<file path="config.mk">
export PLATFORM = sky130hd
export DESIGN_NAME = sch_front
export DESIGN_NICKNAME = d
export VERILOG_FILES = /design/src/design/sch_pkg.sv /design/src/design/sch_front.sv
export SDC_FILE = /design/constraint.sdc
export NUM_CORES = 1
export LEC_CHECK = 0
export BUFFER_PORTS_ARGS = -buffer_cell sky130_fd_sc_hd__clkbuf_2
export CAP_MARGIN = 0
export CORE_MARGIN = 2
export CORE_UTILIZATION = 55
export CTS_CLUSTER_SIZE = 12
export DETAILED_ROUTE_END_ITERATION = 7
export PLACE_DENSITY = 0.75
export RECOVER_POWER = 50
export SLEW_MARGIN = 20
export SYNTH_ARGS = -nofsm -noshare
export SYNTH_HDL_FRONTEND = slang
export SYNTH_SLANG_ARGS = --single-unit
</file>
<file path="constraint.sdc">
create_clock -name clk_i -period 15.5 [get_ports clk_i]
set_input_delay 2.325 -clock clk_i [delete_from_list [all_inputs] [get_ports clk_i]]
set_output_delay 2.325 -clock clk_i [all_outputs]
set_load 0.01 [all_outputs]
</file>
<file path="src/design/sch_pkg.sv">
// Shared types, constants and fixed-point helpers for the swept circle hit test.
// Used by every module of the block; depends on nothing.
`timescale 1ns / 1ps

package sch_pkg;

  localparam int MAX_STEPS  = 64;
  localparam int ANGLE_BITS = 12;

  localparam int POS_W   = 16;
  localparam int LEN_W   = 12;
  localparam int RAD_W   = LEN_W + 1;
  localparam int TRIG_W  = 16;
  localparam int MULA_W  = 17;
  localparam int MULB_W  = 14;
  localparam int PROD_W  = MULA_W + MULB_W;
  localparam int RND_W   = PROD_W - 14;
  localparam int PATH_W  = 20;
  localparam int DIFF_W  = PATH_W + 1;
  localparam int SQ_W    = 2 * DIFF_W - 1;
  localparam int RR_W    = 2 * RAD_W;
  localparam int ACC_W   = RAD_W + 1;
  localparam int CNT_W   = $clog2(MAX_STEPS + 1);
  localparam int CLIP_W  = RAD_W + CNT_W;
  localparam int QDEPTH  = 2;
  localparam int QPTR_W  = $clog2(QDEPTH);
  localparam int QCNT_W  = $clog2(QDEPTH + 1);

  localparam logic [14:0] QSINE [17] = '{
    15'd0,     15'd1606,  15'd3196,  15'd4756,  15'd6270,  15'd7723,
    15'd9102,  15'd10394, 15'd11585, 15'd12665, 15'd13623, 15'd14449,
    15'd15137, 15'd15679, 15'd16069, 15'd16305, 15'd16384
  };

  typedef enum logic [1:0] {
    F_IDLE,
    F_TRIG,
    F_MUL,
    F_PUSH
  } front_state_e;

  typedef enum logic [1:0] {
    B_IDLE,
    B_RUN,
    B_LAST,
    B_DRAIN
  } back_state_e;

  typedef enum logic [2:0] {
    MUL_CSPD,
    MUL_SSPD,
    MUL_CR,
    MUL_SR,
    MUL_RR
  } mul_op_e;

  typedef struct packed {
    logic signed [POS_W-1:0]  mx;
    logic signed [POS_W-1:0]  my;
    logic signed [POS_W-1:0]  tx;
    logic signed [POS_W-1:0]  ty;
    logic signed [PATH_W-1:0] px0;
    logic signed [PATH_W-1:0] py0;
    logic signed [PATH_W-1:0] stx;
    logic signed [PATH_W-1:0] sty;
    logic [RAD_W-1:0]         r;
    logic [LEN_W-1:0]         spd;
    logic [RR_W-1:0]          r2;
    logic                     do_path;
    logic                     clipped;
  } job_t;

  // Sine over one quarter turn, p in 0..0x4000, Q1.14.
  function automatic logic [14:0] quarter_lookup(input logic [14:0] p);
    logic [4:0]  idx;
    logic [9:0]  frac;
    logic [14:0] base;
    logic [14:0] diff;
    logic [24:0] term;
    idx  = p[14:10];
    frac = p[9:0];
    if (idx >= 5'd16) begin
      return 15'd16384;
    end
    base = QSINE[idx];
    diff = QSINE[idx + 5'd1] - base;
    term = 25'(diff) * 25'(frac) + 25'd512;
    return base + 15'(term >> 10);
  endfunction

  // Sine of a 16-bit binary angle, signed Q1.14.
  function automatic logic signed [TRIG_W-1:0] sine16(input logic [15:0] a);
    logic [1:0]  quad;
    logic [13:0] qpos;
    logic [14:0] v;
    quad = a[15:14];
    qpos = a[13:0];
    if (quad[0]) begin
      v = quarter_lookup(15'h4000 - {1'b0, qpos});
    end else begin
      v = quarter_lookup({1'b0, qpos});
    end
    return quad[1] ? -$signed({1'b0, v}) : $signed({1'b0, v});
  endfunction

  // Round a Q.14 product to Q.0, half up.
  function automatic logic signed [RND_W-1:0] round14(input logic signed [PROD_W-1:0] v);
    logic signed [PROD_W:0] t;
    t = $signed((PROD_W+1)'(v)) + $signed((PROD_W+1)'(8192));
    return RND_W'(t >>> 14);
  endfunction

endpackage

</file>
<file path="src/design/sch_front.sv">
// Setup front end: takes a transaction, finds heading sine and cosine, and
// works out start point, step vector and r squared on one shared multiplier.
// Depends on sch_pkg.
`timescale 1ns / 1ps

module sch_front
  import sch_pkg::*;
(
  input  logic                    clk_i,
  input  logic                    rst_ni,
  input  logic                    start,
  output logic                    busy,
  input  logic signed [POS_W-1:0] mover_x_i,
  input  logic signed [POS_W-1:0] mover_y_i,
  input  logic signed [POS_W-1:0] target_x_i,
  input  logic signed [POS_W-1:0] target_y_i,
  input  logic [LEN_W-1:0]        mover_radius_i,
  input  logic [LEN_W-1:0]        target_radius_i,
  input  logic [LEN_W-1:0]        mover_speed_i,
  input  logic [LEN_W-1:0]        heading_i,
  input  logic                    q_full_i,
  output logic                    q_push_o,
  output job_t                    q_job_o
);

  front_state_e             state_q, state_d;
  mul_op_e                  op_q, op_d;
  logic signed [POS_W-1:0]  mx_q, my_q, tx_q, ty_q;
  logic [RAD_W-1:0]         r_q;
  logic [LEN_W-1:0]         spd_q;
  logic [15:0]              ang_q;
  logic signed [TRIG_W-1:0] c_q, s_q;
  logic signed [RND_W-1:0]  offx_q, offy_q, stx_q, sty_q;
  logic [RR_W-1:0]          r2_q;
  logic signed [MULA_W-1:0] mul_a;
  logic signed [MULB_W-1:0] mul_b;
  logic signed [PROD_W-1:0] prod;
  logic signed [RND_W-1:0]  prod_rnd;
  logic [CLIP_W-1:0]        clip_lim;
  logic                     do_path;

  always_ff @(posedge clk_i or negedge rst_ni) begin
    if (!rst_ni) begin
      state_q <= F_IDLE;
      op_q    <= MUL_CSPD;
    end else begin
      state_q <= state_d;
      op_q    <= op_d;
    end
  end

  always_comb begin
    state_d  = state_q;
    op_d     = op_q;
    busy     = 1'b1;
    q_push_o = 1'b0;
    unique case (state_q)
      F_IDLE: begin
        busy = 1'b0;
        if (start) begin
          state_d = F_TRIG;
        end
      end
      F_TRIG: begin
        op_d    = MUL_CSPD;
        state_d = F_MUL;
      end
      F_MUL: begin
        unique case (op_q)
          MUL_CSPD: op_d = MUL_SSPD;
          MUL_SSPD: op_d = MUL_CR;
          MUL_CR:   op_d = MUL_SR;
          MUL_SR:   op_d = MUL_RR;
          MUL_RR:   state_d = F_PUSH;
          default:  op_d = MUL_CSPD;
        endcase
      end
      F_PUSH: begin
        if (!q_full_i) begin
          q_push_o = 1'b1;
          state_d  = F_IDLE;
        end
      end
      default: state_d = F_IDLE;
    endcase
  end

  // Shared multiplier operand select.
  always_comb begin
    unique case (op_q)
      MUL_CSPD: begin
        mul_a = MULA_W'(c_q);
        mul_b = $signed(MULB_W'(spd_q));
      end
      MUL_SSPD: begin
        mul_a = MULA_W'(s_q);
        mul_b = $signed(MULB_W'(spd_q));
      end
      MUL_CR: begin
        mul_a = MULA_W'(c_q);
        mul_b = $signed(MULB_W'(r_q));
      end
      MUL_SR: begin
        mul_a = MULA_W'(s_q);
        mul_b = $signed(MULB_W'(r_q));
      end
      default: begin
        mul_a = $signed(MULA_W'(r_q));
        mul_b = $signed(MULB_W'(r_q));
      end
    endcase
    prod     = PROD_W'(mul_a) * PROD_W'(mul_b);
    prod_rnd = round14(prod);
  end

  always_ff @(posedge clk_i) begin
    if (state_q == F_IDLE && start) begin
      mx_q  <= mover_x_i;
      my_q  <= mover_y_i;
      tx_q  <= target_x_i;
      ty_q  <= target_y_i;
      r_q   <= RAD_W'(mover_radius_i) + RAD_W'(target_radius_i);
      spd_q <= mover_speed_i;
      ang_q <= 16'(heading_i[ANGLE_BITS-1:0]) << (16 - ANGLE_BITS);
    end
    if (state_q == F_TRIG) begin
      c_q <= sine16(ang_q + 16'h4000);
      s_q <= sine16(ang_q);
    end
    if (state_q == F_MUL) begin
      case (op_q)
        MUL_CSPD: offx_q <= prod_rnd;
        MUL_SSPD: offy_q <= prod_rnd;
        MUL_CR:   stx_q  <= prod_rnd;
        MUL_SR:   sty_q  <= prod_rnd;
        default:  r2_q   <= RR_W'(prod);
      endcase
    end
  end

  // Path sampling runs only when the combined radius is nonzero and the mover outruns it.
  assign do_path  = (r_q != '0) && (RAD_W'(spd_q) > r_q);
  assign clip_lim = CLIP_W'(r_q) * CLIP_W'(MAX_STEPS);

  always_comb begin
    q_job_o.mx      = mx_q;
    q_job_o.my      = my_q;
    q_job_o.tx      = tx_q;
    q_job_o.ty      = ty_q;
    q_job_o.px0     = PATH_W'(mx_q) - PATH_W'(offx_q);
    q_job_o.py0     = PATH_W'(my_q) - PATH_W'(offy_q);
    q_job_o.stx     = PATH_W'(stx_q);
    q_job_o.sty     = PATH_W'(sty_q);
    q_job_o.r       = r_q;
    q_job_o.spd     = spd_q;
    q_job_o.r2      = r2_q;
    q_job_o.do_path = do_path;
    q_job_o.clipped = do_path && (CLIP_W'(spd_q) > clip_lim);
  end

endmodule

</file>
==> impl_results.md <==
* Register area share after synthesis at 21.9%
* Setup CP Type: reg2reg
* Worst-Margin Slew at 3010 ps
* Multi-input logic area at 22300 sq um
* Clock slew at reported path FFs at 60 ps
* Final Hold Vio Count at 0
* Min-delay worst type: reg2reg
* DRT antenna net count at 0
* Maximum clock insertion buffer count at 3
* Crit-path most repeated cell: ha_1
* Port bufs at 314
* Synth Warn # at 0
* 1st-iter DRT viols at 1677
* Largest net degree at the start of global routing at 70
* Die width at 244 um
* Syn_area_per_cell at 9.14 sq um
* Syn Nets at 4276
* Core Util, Final at 60.6%
* Clock Sinks at 232
* Number of H-tree levels at 1
* Setup TNS at 0 ps
* Critical path's slowest cell: a2111oi_0
* Largest fanout on the critical path at 18
* Status: finished with violations
* Failing checks: max-capacitance violations, max-slew violations
* GRT Residual Overflow at 0
* Antenna violations before repair at 0
* Skew-Pair Late Insertion Delay at 560 ps
* Vias at 25400
* CTS tree: built
* Worst path max stage delay at 640 ps
* CP Capture Type: flip-flop
* Layout net count at 4548
* Clock buffer count from CTS at 26
* Vias in the first global route at 24900
* Site Rows at 88
* Non-Filler Instances at 4524
* Layout cell share with drive strength beyond 1 at 9.52%
* GRT Util Overall at 26.6%
* Min cycle time layout at 12600 ps
* Ys async rst share at 2.16%
* Most used DFF post-synth: edfxtp_1
* Slew Limit Fails at 122
* Initial core utilization at 55.4%
* Post-CTS Setup Inserts at 0
* Worst Path Buf+Inv at 4
* #FFs+latches synth at 232
* WL/cell at 17.6 um
* EDFF count, synth at 227
* Mapped Cells at 3474
* DRC at 0
* Cell family with most CP delay: adder cells
* Antenna diode count at 0
* I/O pin cnt at 315
* Die Height at 244 um
* Synth unique cells at 93
* Global-route wire length before repair at 129000 um
* Drt pass-1 iters at 7
* DP Wirelength at 67400 um
* Routability congestion estimate at 0.953
* CTS Root Cell: clkbuf_16
* CTS Hold Bufs at 0
* Worst EP arrival at 12910 ps
* Area Growth Syn to Fin at 9.37%
* Skew final at 13.9 ps
* Data required, critical path at 15800 ps
* CORE AREA at 57400 sq um
* Number of max-cap violations at 4
* Fmax at 79.3 MHz
* Final period util at 81.3%
* RSZ-0062 raised after global routing: false
* Fill cells at 4963
* Routed WL at 79800 um
* Final setup violation count at 0
* Inst Count DP at 4483
* Die area at 59700 sq um
* Post-cts resize count at 0
* Via/cell ratio at 5.60
* Syn Std Cell Area at 31800 sq um
* Startpoint type of the worst setup path: flip-flop
* Slew HR at -101%
* FF+latch area at 6940 sq um
==> flip-flops by register name, indices dropped and copies added (netlist names), 13 cells and up <==
register and cells:
c_q 16, mx_q 16, my_q 16, offx_q 17
offy_q 17, r2_q 26, r_q 13, s_q 16
stx_q 17, sty_q 17, tx_q 16, ty_q 16
==> metrics by stage <==
stage | worst slack (ps) | instance area, sq um | hold WS (ps)
6_report | 2900 | 34700 | 654
5_1_grt | 1970 | 34700 | 702
4_1_cts | 3170 | 34900 | 666
3_5_place_dp | 3190 | 34100 | 650
3_3_place_gp | 3520 | 34100 | 636
2_1_floorplan | 4510 | 31800 | 595
==> worst paths after layout <==
path | start | endpoint | slack [ps] | depth (start not counted)
setup / recovery | ang_q[10] | s_q[14] | 2900 | 47
hold / removal | state_q[1] | state_q[1] | 650 | 2
setup reg to reg | ang_q[10] | s_q[14] | 2900 | 47
hold reg to reg | state_q[1] | state_q[1] | 650 | 2
max in group asynchronous | rst_ni | op_q[2] | 13670 | 1
min in group asynchronous | rst_ni | state_q[1] | 1610 | 1
==> layer usage <==
| layer | global-route usage (%) | wire (um) |
|---|---|---|
| met5 | 0 | 0 |
| met4 | 7.60 | 2570 |
| met3 | 2.61 | 4390 |
| met2 | 47.9 | 39800 |
| met1 | 33.9 | 33000 |
==> cells in the final DEF (no fill, tap or decap), drive strengths merged, types with 30 or more instances in the layout <==
cell type | netlist | layout
a21oi | 135 | 135
and2 | 82 | 82
fa | 337 | 337
edfxtp | 227 | 227
nor2b | 49 | 49
xor2 | 66 | 66
nor2 | 369 | 369
nand2 | 257 | 257
o21ai | 153 | 153
o21a | 53 | 53
ha | 349 | 349
nand3 | 36 | 36
inv | 560 | 561
clkbuf | 86 | 349
a211oi | 39 | 39
a21o | 37 | 37
xnor2 | 158 | 158
nor3 | 57 | 57
nand2b | 46 | 46
mux2i | 30 | 30
==> Yosys cell counts (all sizes together) (53+ instances only) <==
cell type,n,area [sq um]
inv,560,2100
nor2,369,1390
ha,349,4370
fa,337,6750
nand2,257,965
edfxtp,227,6820
xnor2,158,1380
o21ai,153,769
a21oi,135,676
clkbuf,86,323
and2,82,519
xor2,66,578
nor3,57,285
o21a,53,398
==> cell families after synthesis <==
logic type	count (synthesis)	synth area share (%)
AO/OA/AOI/OAI	609	12.6
XOR/XNOR	224	6.18
adder cells (fa/ha/maj)	686	35.0
buffers and inverters	666	8.03
flip-flops	232	21.9
multiplexers	33	1.05
AND/OR/NAND/NOR	1024	15.3
==> worst reg2reg max path: cells and delay by family, from the launching register on <==
kind / cells / cell delay [ps]
and+or+nand+nor: 12 / 1790
DFF: 1 / 590
adders and majority gates: 10 / 4090
buffers and inverters: 4 / 700
AOI/OAI and AO/OA: 16 / 3670
xor gates and xnor gates: 5 / 1520
==> layout make-up <==
class                   count  share of cell area, %
multi-input cells        2576                   64.1
repair buffers            348                   4.93
flip-flops and latches    232                   20.0
well taps                 765                   2.76
inverters                 562                   6.07
clock buffers              30                   1.92
clock inverters            11                  0.220
Power is left out: the tool's default activity adds up to more than one toggle a clock period on the data nets, which glitch-free logic cannot reach.
